--- src/rtl/core/bod_pkg.sv ---
`timescale 1ns / 1ps
// ----------------------------------------------------------------------------
// bod_pkg
// Shared types, codes and helpers of the bandwidth-on-demand controller.
// ----------------------------------------------------------------------------
package bod_pkg;

  // divider operand widths: delta*1000 needs 42 bits, the filtered sum 43
  localparam int DIV_W  = 43;
  localparam int DVS_W  = 16;
  localparam int STEP_W = $clog2(DIV_W);

  // configuration register indexes
  localparam logic [2:0] REG_ENABLE       = 3'd0;
  localparam logic [2:0] REG_FILTER_LEN   = 3'd1;
  localparam logic [2:0] REG_RATE_LIMIT   = 3'd2;
  localparam logic [2:0] REG_STAY_UP      = 3'd3;
  localparam logic [2:0] REG_STAY_UP_TIME = 3'd4;

  // link commands
  localparam logic [1:0] LINK_NONE   = 2'd0;
  localparam logic [1:0] LINK_ADD    = 2'd1;
  localparam logic [1:0] LINK_REMOVE = 2'd2;

  localparam logic [9:0] RATE_SCALE = 10'd1000;

  typedef struct packed {
    logic                 start;
    logic [DIV_W-1:0]     dividend;
    logic [DVS_W-1:0]     divisor;
  } div_req_t;

  typedef struct packed {
    logic                 done;
    logic [DIV_W-1:0]     quotient;
  } div_rsp_t;

  function automatic logic [31:0] sat32(input logic [DIV_W-1:0] v);
    logic [31:0] r;
    if (|v[DIV_W-1:32]) begin
      r = 32'hFFFF_FFFF;
    end else begin
      r = v[31:0];
    end
    return r;
  endfunction

endpackage

--- src/rtl/core/bod_div.sv ---
`timescale 1ns / 1ps
// ----------------------------------------------------------------------------
// bod_div
// Shared restoring divider, one quotient bit per cycle.
// ----------------------------------------------------------------------------
module bod_div (
  input  logic              clk,
  input  logic              rst,
  input  bod_pkg::div_req_t req,
  output bod_pkg::div_rsp_t rsp
);
  import bod_pkg::*;

  logic              busy;
  logic              done;
  logic [STEP_W-1:0] step;
  logic [DIV_W-1:0]  work;
  logic [DVS_W-1:0]  rem;
  logic [DVS_W-1:0]  dvs;

  logic [DVS_W:0]    rem_sh;
  logic [DVS_W:0]    diff;
  logic              ge;
  logic [DVS_W-1:0]  rem_next;

  assign rem_sh   = {rem, work[DIV_W-1]};
  assign diff     = rem_sh - {1'b0, dvs};
  assign ge       = (rem_sh >= {1'b0, dvs});
  assign rem_next = ge ? diff[DVS_W-1:0] : rem_sh[DVS_W-1:0];

  always_ff @(posedge clk) begin
    if (rst) begin
      busy <= 1'b0;
      done <= 1'b0;
      step <= '0;
    end else begin
      done <= 1'b0;
      if (req.start) begin
        busy <= 1'b1;
        step <= '0;
      end else if (busy) begin
        if (step == STEP_W'(DIV_W - 1)) begin
          busy <= 1'b0;
          done <= 1'b1;
        end
        step <= step + 1'b1;
      end
    end
  end

  // datapath: quotient bits shift in where the dividend shifts out
  always_ff @(posedge clk) begin
    if (req.start) begin
      work <= req.dividend;
      rem  <= '0;
      dvs  <= req.divisor;
    end else if (busy) begin
      work <= {work[DIV_W-2:0], ge};
      rem  <= rem_next;
    end
  end

  assign rsp.done     = done;
  assign rsp.quotient = work;

endmodule

--- src/rtl/core/bandwidth_on_demand_controller_core.sv ---
`timescale 1ns / 1ps
// Sequence: a channel transaction without tlast only updates the sums; a closing one that
//   only records the sample goes to S_OUT, a full rate update runs S_MUL1 and a 43-step
//   division in S_DIV1 per rate (filtering adds S_MUL2, S_DIV2), then S_DEC and S_OUT.
// Throughput: one channel transaction per cycle; a closing transaction holds tready low
//   until its result is loaded, so the shared bit-serial divider sets the sample rate.
// Reset: rst is synchronous, active high; clears history, sums, rates and loads defaults.
// ----------------------------------------------------------------------------
// bandwidth_on_demand_controller_core
// Sums per-channel byte counters, derives rx/tx rates once per sample (smoothed
// unless filter_len is 0 or 1) and commands adding or removing a second link.
// ----------------------------------------------------------------------------
module bandwidth_on_demand_controller_core #(
  parameter int MAX_CHANNELS = 16
) (
  input  logic          clk,
  input  logic          rst,
  // configuration write port
  input  logic          cfg_we,
  input  logic [2:0]    cfg_addr,
  input  logic [31:0]   cfg_data,
  // channel stream
  input  logic          s_tvalid,
  output logic          s_tready,
  // [0] channel_in_use, [32:1] channel_in_bytes, [64:33] channel_out_bytes,
  // [80:65] elapsed_ms, [112:81] now_seconds, [119:113] zero
  input  logic [119:0]  s_tdata,
  input  logic          s_tlast,   // last_channel
  // result stream
  output logic          m_tvalid,
  input  logic          m_tready,
  // [1:0] link_command, [33:2] rx_rate, [65:34] tx_rate,
  // [70:66] active_channels, [71] zero
  output logic [71:0]   m_tdata
);
  import bod_pkg::*;

  // active count saturates at the channel count, and at 31 for the 5-bit field
  localparam logic [4:0] CNT_CAP = (MAX_CHANNELS < 31) ? 5'(MAX_CHANNELS) : 5'd31;

  localparam logic [2:0] S_IDLE = 3'd0;
  localparam logic [2:0] S_MUL1 = 3'd1;  // delta*1000, start first division
  localparam logic [2:0] S_DIV1 = 3'd2;  // wait for instantaneous rate
  localparam logic [2:0] S_MUL2 = 3'd3;  // old*(f-1)+inst, start second division
  localparam logic [2:0] S_DIV2 = 3'd4;  // wait for filtered rate
  localparam logic [2:0] S_DEC  = 3'd5;  // link decision
  localparam logic [2:0] S_OUT  = 3'd6;  // load result, commit history

  // configuration
  logic        enable;
  logic [7:0]  filter_len;
  logic [31:0] rate_limit;
  logic        stay_up;
  logic [15:0] stay_up_time;

  // state
  logic [2:0]  state;
  logic        sel;           // 0 = rx rate, 1 = tx rate
  logic [31:0] sum_in, sum_out;
  logic [4:0]  count_active;
  logic [31:0] prev_in, prev_out;
  logic [4:0]  prev_channels;
  logic        history_valid;
  logic [31:0] rate_rx, rate_tx;
  logic [31:0] link_up_time;

  // per-sample working registers
  logic [15:0]      ms;
  logic [31:0]      now;
  logic [4:0]       cnt;
  logic [1:0]       cmd;
  logic [DIV_W-1:0] inst;
  logic [71:0]      out_data;

  // input fields
  logic        f_in_use;
  logic [31:0] f_in_bytes, f_out_bytes, f_now;
  logic [15:0] f_ms;

  assign f_in_use    = s_tdata[0];
  assign f_in_bytes  = s_tdata[32:1];
  assign f_out_bytes = s_tdata[64:33];
  assign f_ms        = s_tdata[80:65];
  assign f_now       = s_tdata[112:81];

  logic        accept;
  logic [4:0]  cnt_inc;
  logic [31:0] sum_in_inc, sum_out_inc;
  logic        record_only;

  assign s_tready = (state == S_IDLE);
  assign accept   = s_tvalid && s_tready;

  assign cnt_inc     = (f_in_use && count_active < CNT_CAP) ? count_active + 5'd1
                                                             : count_active;
  assign sum_in_inc  = f_in_use ? sum_in + f_in_bytes : sum_in;
  assign sum_out_inc = f_in_use ? sum_out + f_out_bytes : sum_out;
  assign record_only = !history_valid || (cnt_inc < prev_channels);

  // shared multiplier: 32 x 10, used for delta*1000 and old*(f-1)
  logic [31:0] mul_a;
  logic [9:0]  mul_b;
  logic [41:0] prod;
  logic [31:0] delta;
  logic [31:0] old_rate;
  logic [DIV_W-1:0] filt_sum;

  assign delta    = sel ? (sum_out - prev_out) : (sum_in - prev_in);
  assign old_rate = sel ? rate_tx : rate_rx;
  assign mul_a    = (state == S_MUL1) ? delta : old_rate;
  assign mul_b    = (state == S_MUL1) ? RATE_SCALE : {2'b00, filter_len - 8'd1};
  assign prod     = mul_a * mul_b;
  assign filt_sum = {1'b0, prod} + inst;

  div_req_t div_req;
  div_rsp_t div_rsp;

  always_comb begin
    div_req.start    = (state == S_MUL1) || (state == S_MUL2);
    div_req.dividend = (state == S_MUL1) ? {1'b0, prod} : filt_sum;
    div_req.divisor  = (state == S_MUL1) ? ms : {8'd0, filter_len};
  end

  bod_div u_div (
    .clk (clk),
    .rst (rst),
    .req (div_req),
    .rsp (div_rsp)
  );

  logic [31:0] q_sat;
  logic [31:0] up_for;
  logic        over_rx, over_tx;

  assign q_sat   = sat32(div_rsp.quotient);
  assign up_for  = now - link_up_time;
  assign over_rx = rate_rx > rate_limit;
  assign over_tx = rate_tx > rate_limit;

  // configuration writes; unknown indexes are dropped
  always_ff @(posedge clk) begin
    if (rst) begin
      enable       <= 1'b1;
      filter_len   <= 8'd5;
      rate_limit   <= 32'd7000;
      stay_up      <= 1'b0;
      stay_up_time <= 16'd30;
    end else if (cfg_we) begin
      unique case (cfg_addr)
        REG_ENABLE:       enable       <= cfg_data[0];
        REG_FILTER_LEN:   filter_len   <= cfg_data[7:0];
        REG_RATE_LIMIT:   rate_limit   <= cfg_data;
        REG_STAY_UP:      stay_up      <= cfg_data[0];
        REG_STAY_UP_TIME: stay_up_time <= cfg_data[15:0];
        default: ;
      endcase
    end
  end

  // sequencer and state
  always_ff @(posedge clk) begin
    if (rst) begin
      state         <= S_IDLE;
      sel           <= 1'b0;
      sum_in        <= '0;
      sum_out       <= '0;
      count_active  <= '0;
      prev_in       <= '0;
      prev_out      <= '0;
      prev_channels <= '0;
      history_valid <= 1'b0;
      rate_rx       <= '0;
      rate_tx       <= '0;
      link_up_time  <= '0;
      m_tvalid      <= 1'b0;
    end else begin
      // S_OUT reloads the result register itself when the old one drains
      if (m_tvalid && m_tready && state != S_OUT) begin
        m_tvalid <= 1'b0;
      end
      unique case (state)
        S_IDLE: begin
          if (accept) begin
            count_active <= cnt_inc;
            sum_in       <= sum_in_inc;
            sum_out      <= sum_out_inc;
            if (s_tlast) begin
              ms  <= (f_ms == 16'd0) ? 16'd1 : f_ms;
              now <= f_now;
              cnt <= cnt_inc;
              cmd <= LINK_NONE;
              sel <= 1'b0;
              state <= record_only ? S_OUT : S_MUL1;
            end
          end
        end
        S_MUL1: state <= S_DIV1;
        S_DIV1: begin
          if (div_rsp.done) begin
            if (filter_len == 8'd0) begin
              if (sel) rate_tx <= q_sat;
              else     rate_rx <= q_sat;
              sel   <= 1'b1;
              state <= sel ? S_DEC : S_MUL1;
            end else begin
              inst  <= div_rsp.quotient;
              state <= S_MUL2;
            end
          end
        end
        S_MUL2: state <= S_DIV2;
        S_DIV2: begin
          if (div_rsp.done) begin
            if (sel) rate_tx <= q_sat;
            else     rate_rx <= q_sat;
            sel   <= 1'b1;
            state <= sel ? S_DEC : S_MUL1;
          end
        end
        S_DEC: begin
          // add and remove need opposite rate conditions, so they never collide
          if (cnt != 5'd0 && enable) begin
            if (cnt == 5'd1 && (over_rx || over_tx)) begin
              cmd          <= LINK_ADD;
              link_up_time <= now;
              cnt          <= 5'd2;
            end else if (cnt > 5'd1 && !over_rx && !over_tx && !stay_up &&
                         up_for > {16'd0, stay_up_time}) begin
              cmd <= LINK_REMOVE;
            end
          end
          state <= S_OUT;
        end
        S_OUT: begin
          if (!m_tvalid || m_tready) begin
            out_data      <= {1'b0, cnt, rate_tx, rate_rx, cmd};
            m_tvalid      <= 1'b1;
            prev_in       <= sum_in;
            prev_out      <= sum_out;
            prev_channels <= cnt;
            history_valid <= 1'b1;
            sum_in        <= '0;
            sum_out       <= '0;
            count_active  <= '0;
            state         <= S_IDLE;
          end
        end
        default: state <= S_IDLE;
      endcase
    end
  end

  assign m_tdata = out_data;

endmodule

--- config.mk ---
export PLATFORM = sky130hd
export DESIGN_NAME = bandwidth_on_demand_controller_core
export DESIGN_NICKNAME = d
export VERILOG_FILES = /design/src/rtl/core/bod_pkg.sv /design/src/rtl/core/bod_div.sv /design/src/rtl/core/bandwidth_on_demand_controller_core.sv
export SDC_FILE = /design/constraint.sdc
export NUM_CORES = 2
export LEC_CHECK = 0
export BUFFER_PORTS_ARGS = -buffer_cell sky130_fd_sc_hd__clkbuf_2
export CORE_MARGIN = 3
export CORE_UTILIZATION = 30
export CTS_CLUSTER_DIAMETER = 80
export DETAILED_ROUTE_END_ITERATION = 16
export PLACE_DENSITY = 0.41
export SETUP_SLACK_MARGIN = 0.4
export SLEW_MARGIN = 5
export SYNTH_ARGS = -nofsm -noshare
export SYNTH_HDL_FRONTEND = slang
export SYNTH_SLANG_ARGS = --single-unit
--- constraint.sdc ---
create_clock -name clk -period 22.1 [get_ports clk]
set_input_delay 4.42 -clock clk [delete_from_list [all_inputs] [get_ports clk]]
set_output_delay 4.42 -clock clk [all_outputs]
set_load 0.02 [all_outputs]
==> impl_metrics.ini <==
[finish]
syn_to_final_growth_pct = 12.75
final_common_cell = nand2_1
nFillCells = 15280
final_cell_area_mm2 = 0.04923
fin_nets = 5926
drive_gt1_share_pct = 9.323
layout_common_cells = 650 x nand2_1, 493 x inv_1, 416 x a21oi_1, 383 x nor2_1, 383 x ha_1

[power]
leakagePower_nw = 20.67
total_power_mw = 4.245
comb_power_share_pct = 41.7
clockPowerShare_pct = 28.8
pwr-share-seq_pct = 29.5
intPower_mw = 2.548
p_sw_mw = 1.697
netSwitchingFraction_pct = 39.97
p_per_area_mw_per_mm2 = 86.22
ir_worst_vdd_uv = 57.89

[clocking]
ctsLongestPathBuffers = 3
path_clk_slew_ns = 0.06
clock_sinks = 550
ctsHoldBuffers = 0
post-cts-setup-buffers = 0
cts_resized = 0
htree_levels = 3
clk-insertion-delay-late_ns = 0.68
cts_tree = yes
cts-root-buf = clkbuf_16
cts_inserted_buffers = 77

[job]
cap_violations = 0

[sta]
slew_headroom_pct = 18.61
rsz0062_at_grt = no
setup-tns-final_ns = 0
max_freq_mhz = 92.57
min_period_over_period_pct = 48.88
final-setup-viol-count = 0
fin_worst_skew_ns = 0.03469
slew_violations = 0
finalHoldViolations = 0
worstMarginPinSlew_ns = 1.204
timing.final.crit_period_ns = 10.80

[die]
dieArea_mm2 = 0.1502
io_pins = 235
die_y_um = 387.5
core_area_mm2 = 0.1440
rows = 139
die_x_um = 387.5
start_util_pct = 30.32

[critical_path]
worst_path_most_repeated_cell = fa_1
r2r_start = state[0]$_SDFFE_PP0P_
crit_path_end_kind = register
crit_fanout = 57
start_kind = register
required_ns = 22.50
critPathKind = register to register
worstPathArrival_ns = 11.21
cpMaxStageDelayCell = a211oi_1
path_buf_inv = 5
path_delay_family = compound AO/OA/AOI/OAI gates
cp_slowest_stage_delay_ns = 0.93
startpoint = state[0]$_SDFFE_PP0P_

[global_route]
grt_pass1_wl_um = 221200
grt_max_degree = 85
antenna_found_initial = 0
grt_usage_pct = 18.97
grt_pass1_vias = 35560
overflow = 0

[yosys]
synth_edf_count = 228
avgSynthCellArea_um2 = 8.715
synth_warnings = 0
synth_cell_types = 100
ys_ff_latch = 550
synth_top_flop_cell = dfxtp_1
synth_area_mm2 = 0.04366
yosysSeqAreaShare_pct = 30.44
synth_nets = 5798
synthArstFlopShare_pct = 0
netlist_instances = 5010

[run_status]
status = finished, final reports clean

[drt]
drt_iter0_markers = 2129
routed_wirelength_um = 143800
drcViolationCount = 0
vias = 35490
ant_nets = 0
dr.pass1.iters = 5
wl_per_cell_um = 20.24
via_per_inst = 4.993

[placed_design]
dpl_cell_area_mm2 = 0.04673
gp_congestion = 0.8616
dp_hpwl_um = 113000
numPortBuffers = 226

[hold_path]
min-delay-start = cmd[1]$_SDFFCE_PN0P_
hp-class = register to register
[path summary, 6_finish.rpt]
kind         cells after the start  slack, ns                  endpoint
min                              0       0.43      m_tdata[1]$_DFFE_PP_
max reg2reg                     32      11.30  u_div.work[36]$_DFFE_PP_
max                             32      11.30  u_div.work[36]$_DFFE_PP_
min reg2reg                      0       0.43      m_tdata[1]$_DFFE_PP_
[sequential cells by signal, summed over array words and instances (netlist names), 6 cells and up]
register,count
m_tdata,71
inst,43
u_div.work,43
link_up_time,32
now,32
prev_in,32
prev_out,32
rate_limit,32
rate_rx,32
rate_tx,32
sum_in,32
sum_out,32
ms,16
stay_up_time,16
u_div.dvs,16
u_div.rem,16
filter_len,8
u_div.step,6
[metal layers]
layer	GRT usage, %	wire [µm]
met1	26.38	69410
met2	31.07	66130
met3	2.422	5278
met4	4.880	3017
met5	0	0
[through the flow]
stage          setup WS, ns  utilization [%]  std cells  hold WS, ns
4_1_cts               11.24            34.18       7105       0.4351
2_1_floorplan         12.39                -       5010       0.4003
6_report              11.30            34.18       7108       0.4327
3_3_place_gp          11.23            32.45       6962       0.4093
3_5_place_dp          11.30            32.45       6962       0.4233
5_1_grt               10.48            34.18       7105       0.4511
[kinds of logic after synthesis]
family / synth area share [%]
adder cells (fa/ha/maj): 22.16
AND/OR/NAND/NOR: 16.10
AO/OA/AOI/OAI: 18.19
flip-flops: 30.44
buffers and inverters: 6.259
multiplexers: 2.671
other: 0.008589
XOR/XNOR: 4.172
[synthesized netlist by cell type (all sizes together) (86+ instances only)]
cell type	count	area [µm²]
a211oi	115	883.3
nor2	388	1456
ha	383	4792
nand3	96	480.5
nand2	653	2454
a21o	108	810.8
fa	244	4885
dfxtp	322	6446
inv	496	1862
clkbuf	181	679.4
nor3	86	430.4
mux2i	103	1031
xnor2	132	1156
a21oi	417	2091
edfxtp	228	6847
o21ai	243	1224
[power by group through the flow]
stage	Combinational, mW	Clock, mW	Sequential (mW)
CTS	1.78	1.27	1.25
floorplan	1.30	0	1.23
finish	1.77	1.22	1.25
global placement	1.77	0	1.27
global route	1.98	1.31	1.27
detailed placement	1.77	0	1.27
[area by class of cell]
cell class	instances	area, µm²	area share (%)
Antenna cell	3	7.507	0.01525
Clock buffer	97	2146	4.359
Clock inverter	46	345.3	0.7015
Inverter	496	1862	3.782
Multi-Input combinational cell	3745	27730	56.33
Sequential cell	550	13300	27.01
Tap cell	1903	2381	4.837
Timing Repair Buffer	268	1456	2.959
[worst register-to-register path: cells and delay by family (launching register included)]
family | cells | cell delay (ns)
xor+xnor | 2 | 0.26
simple gates | 6 | 1.47
compound gates | 12 | 3.65
buf+inv | 5 | 1.07
flops | 1 | 0.68
fa+ha+maj | 7 | 3.44
No activity file was read; power rests on OpenSTA's default activity.
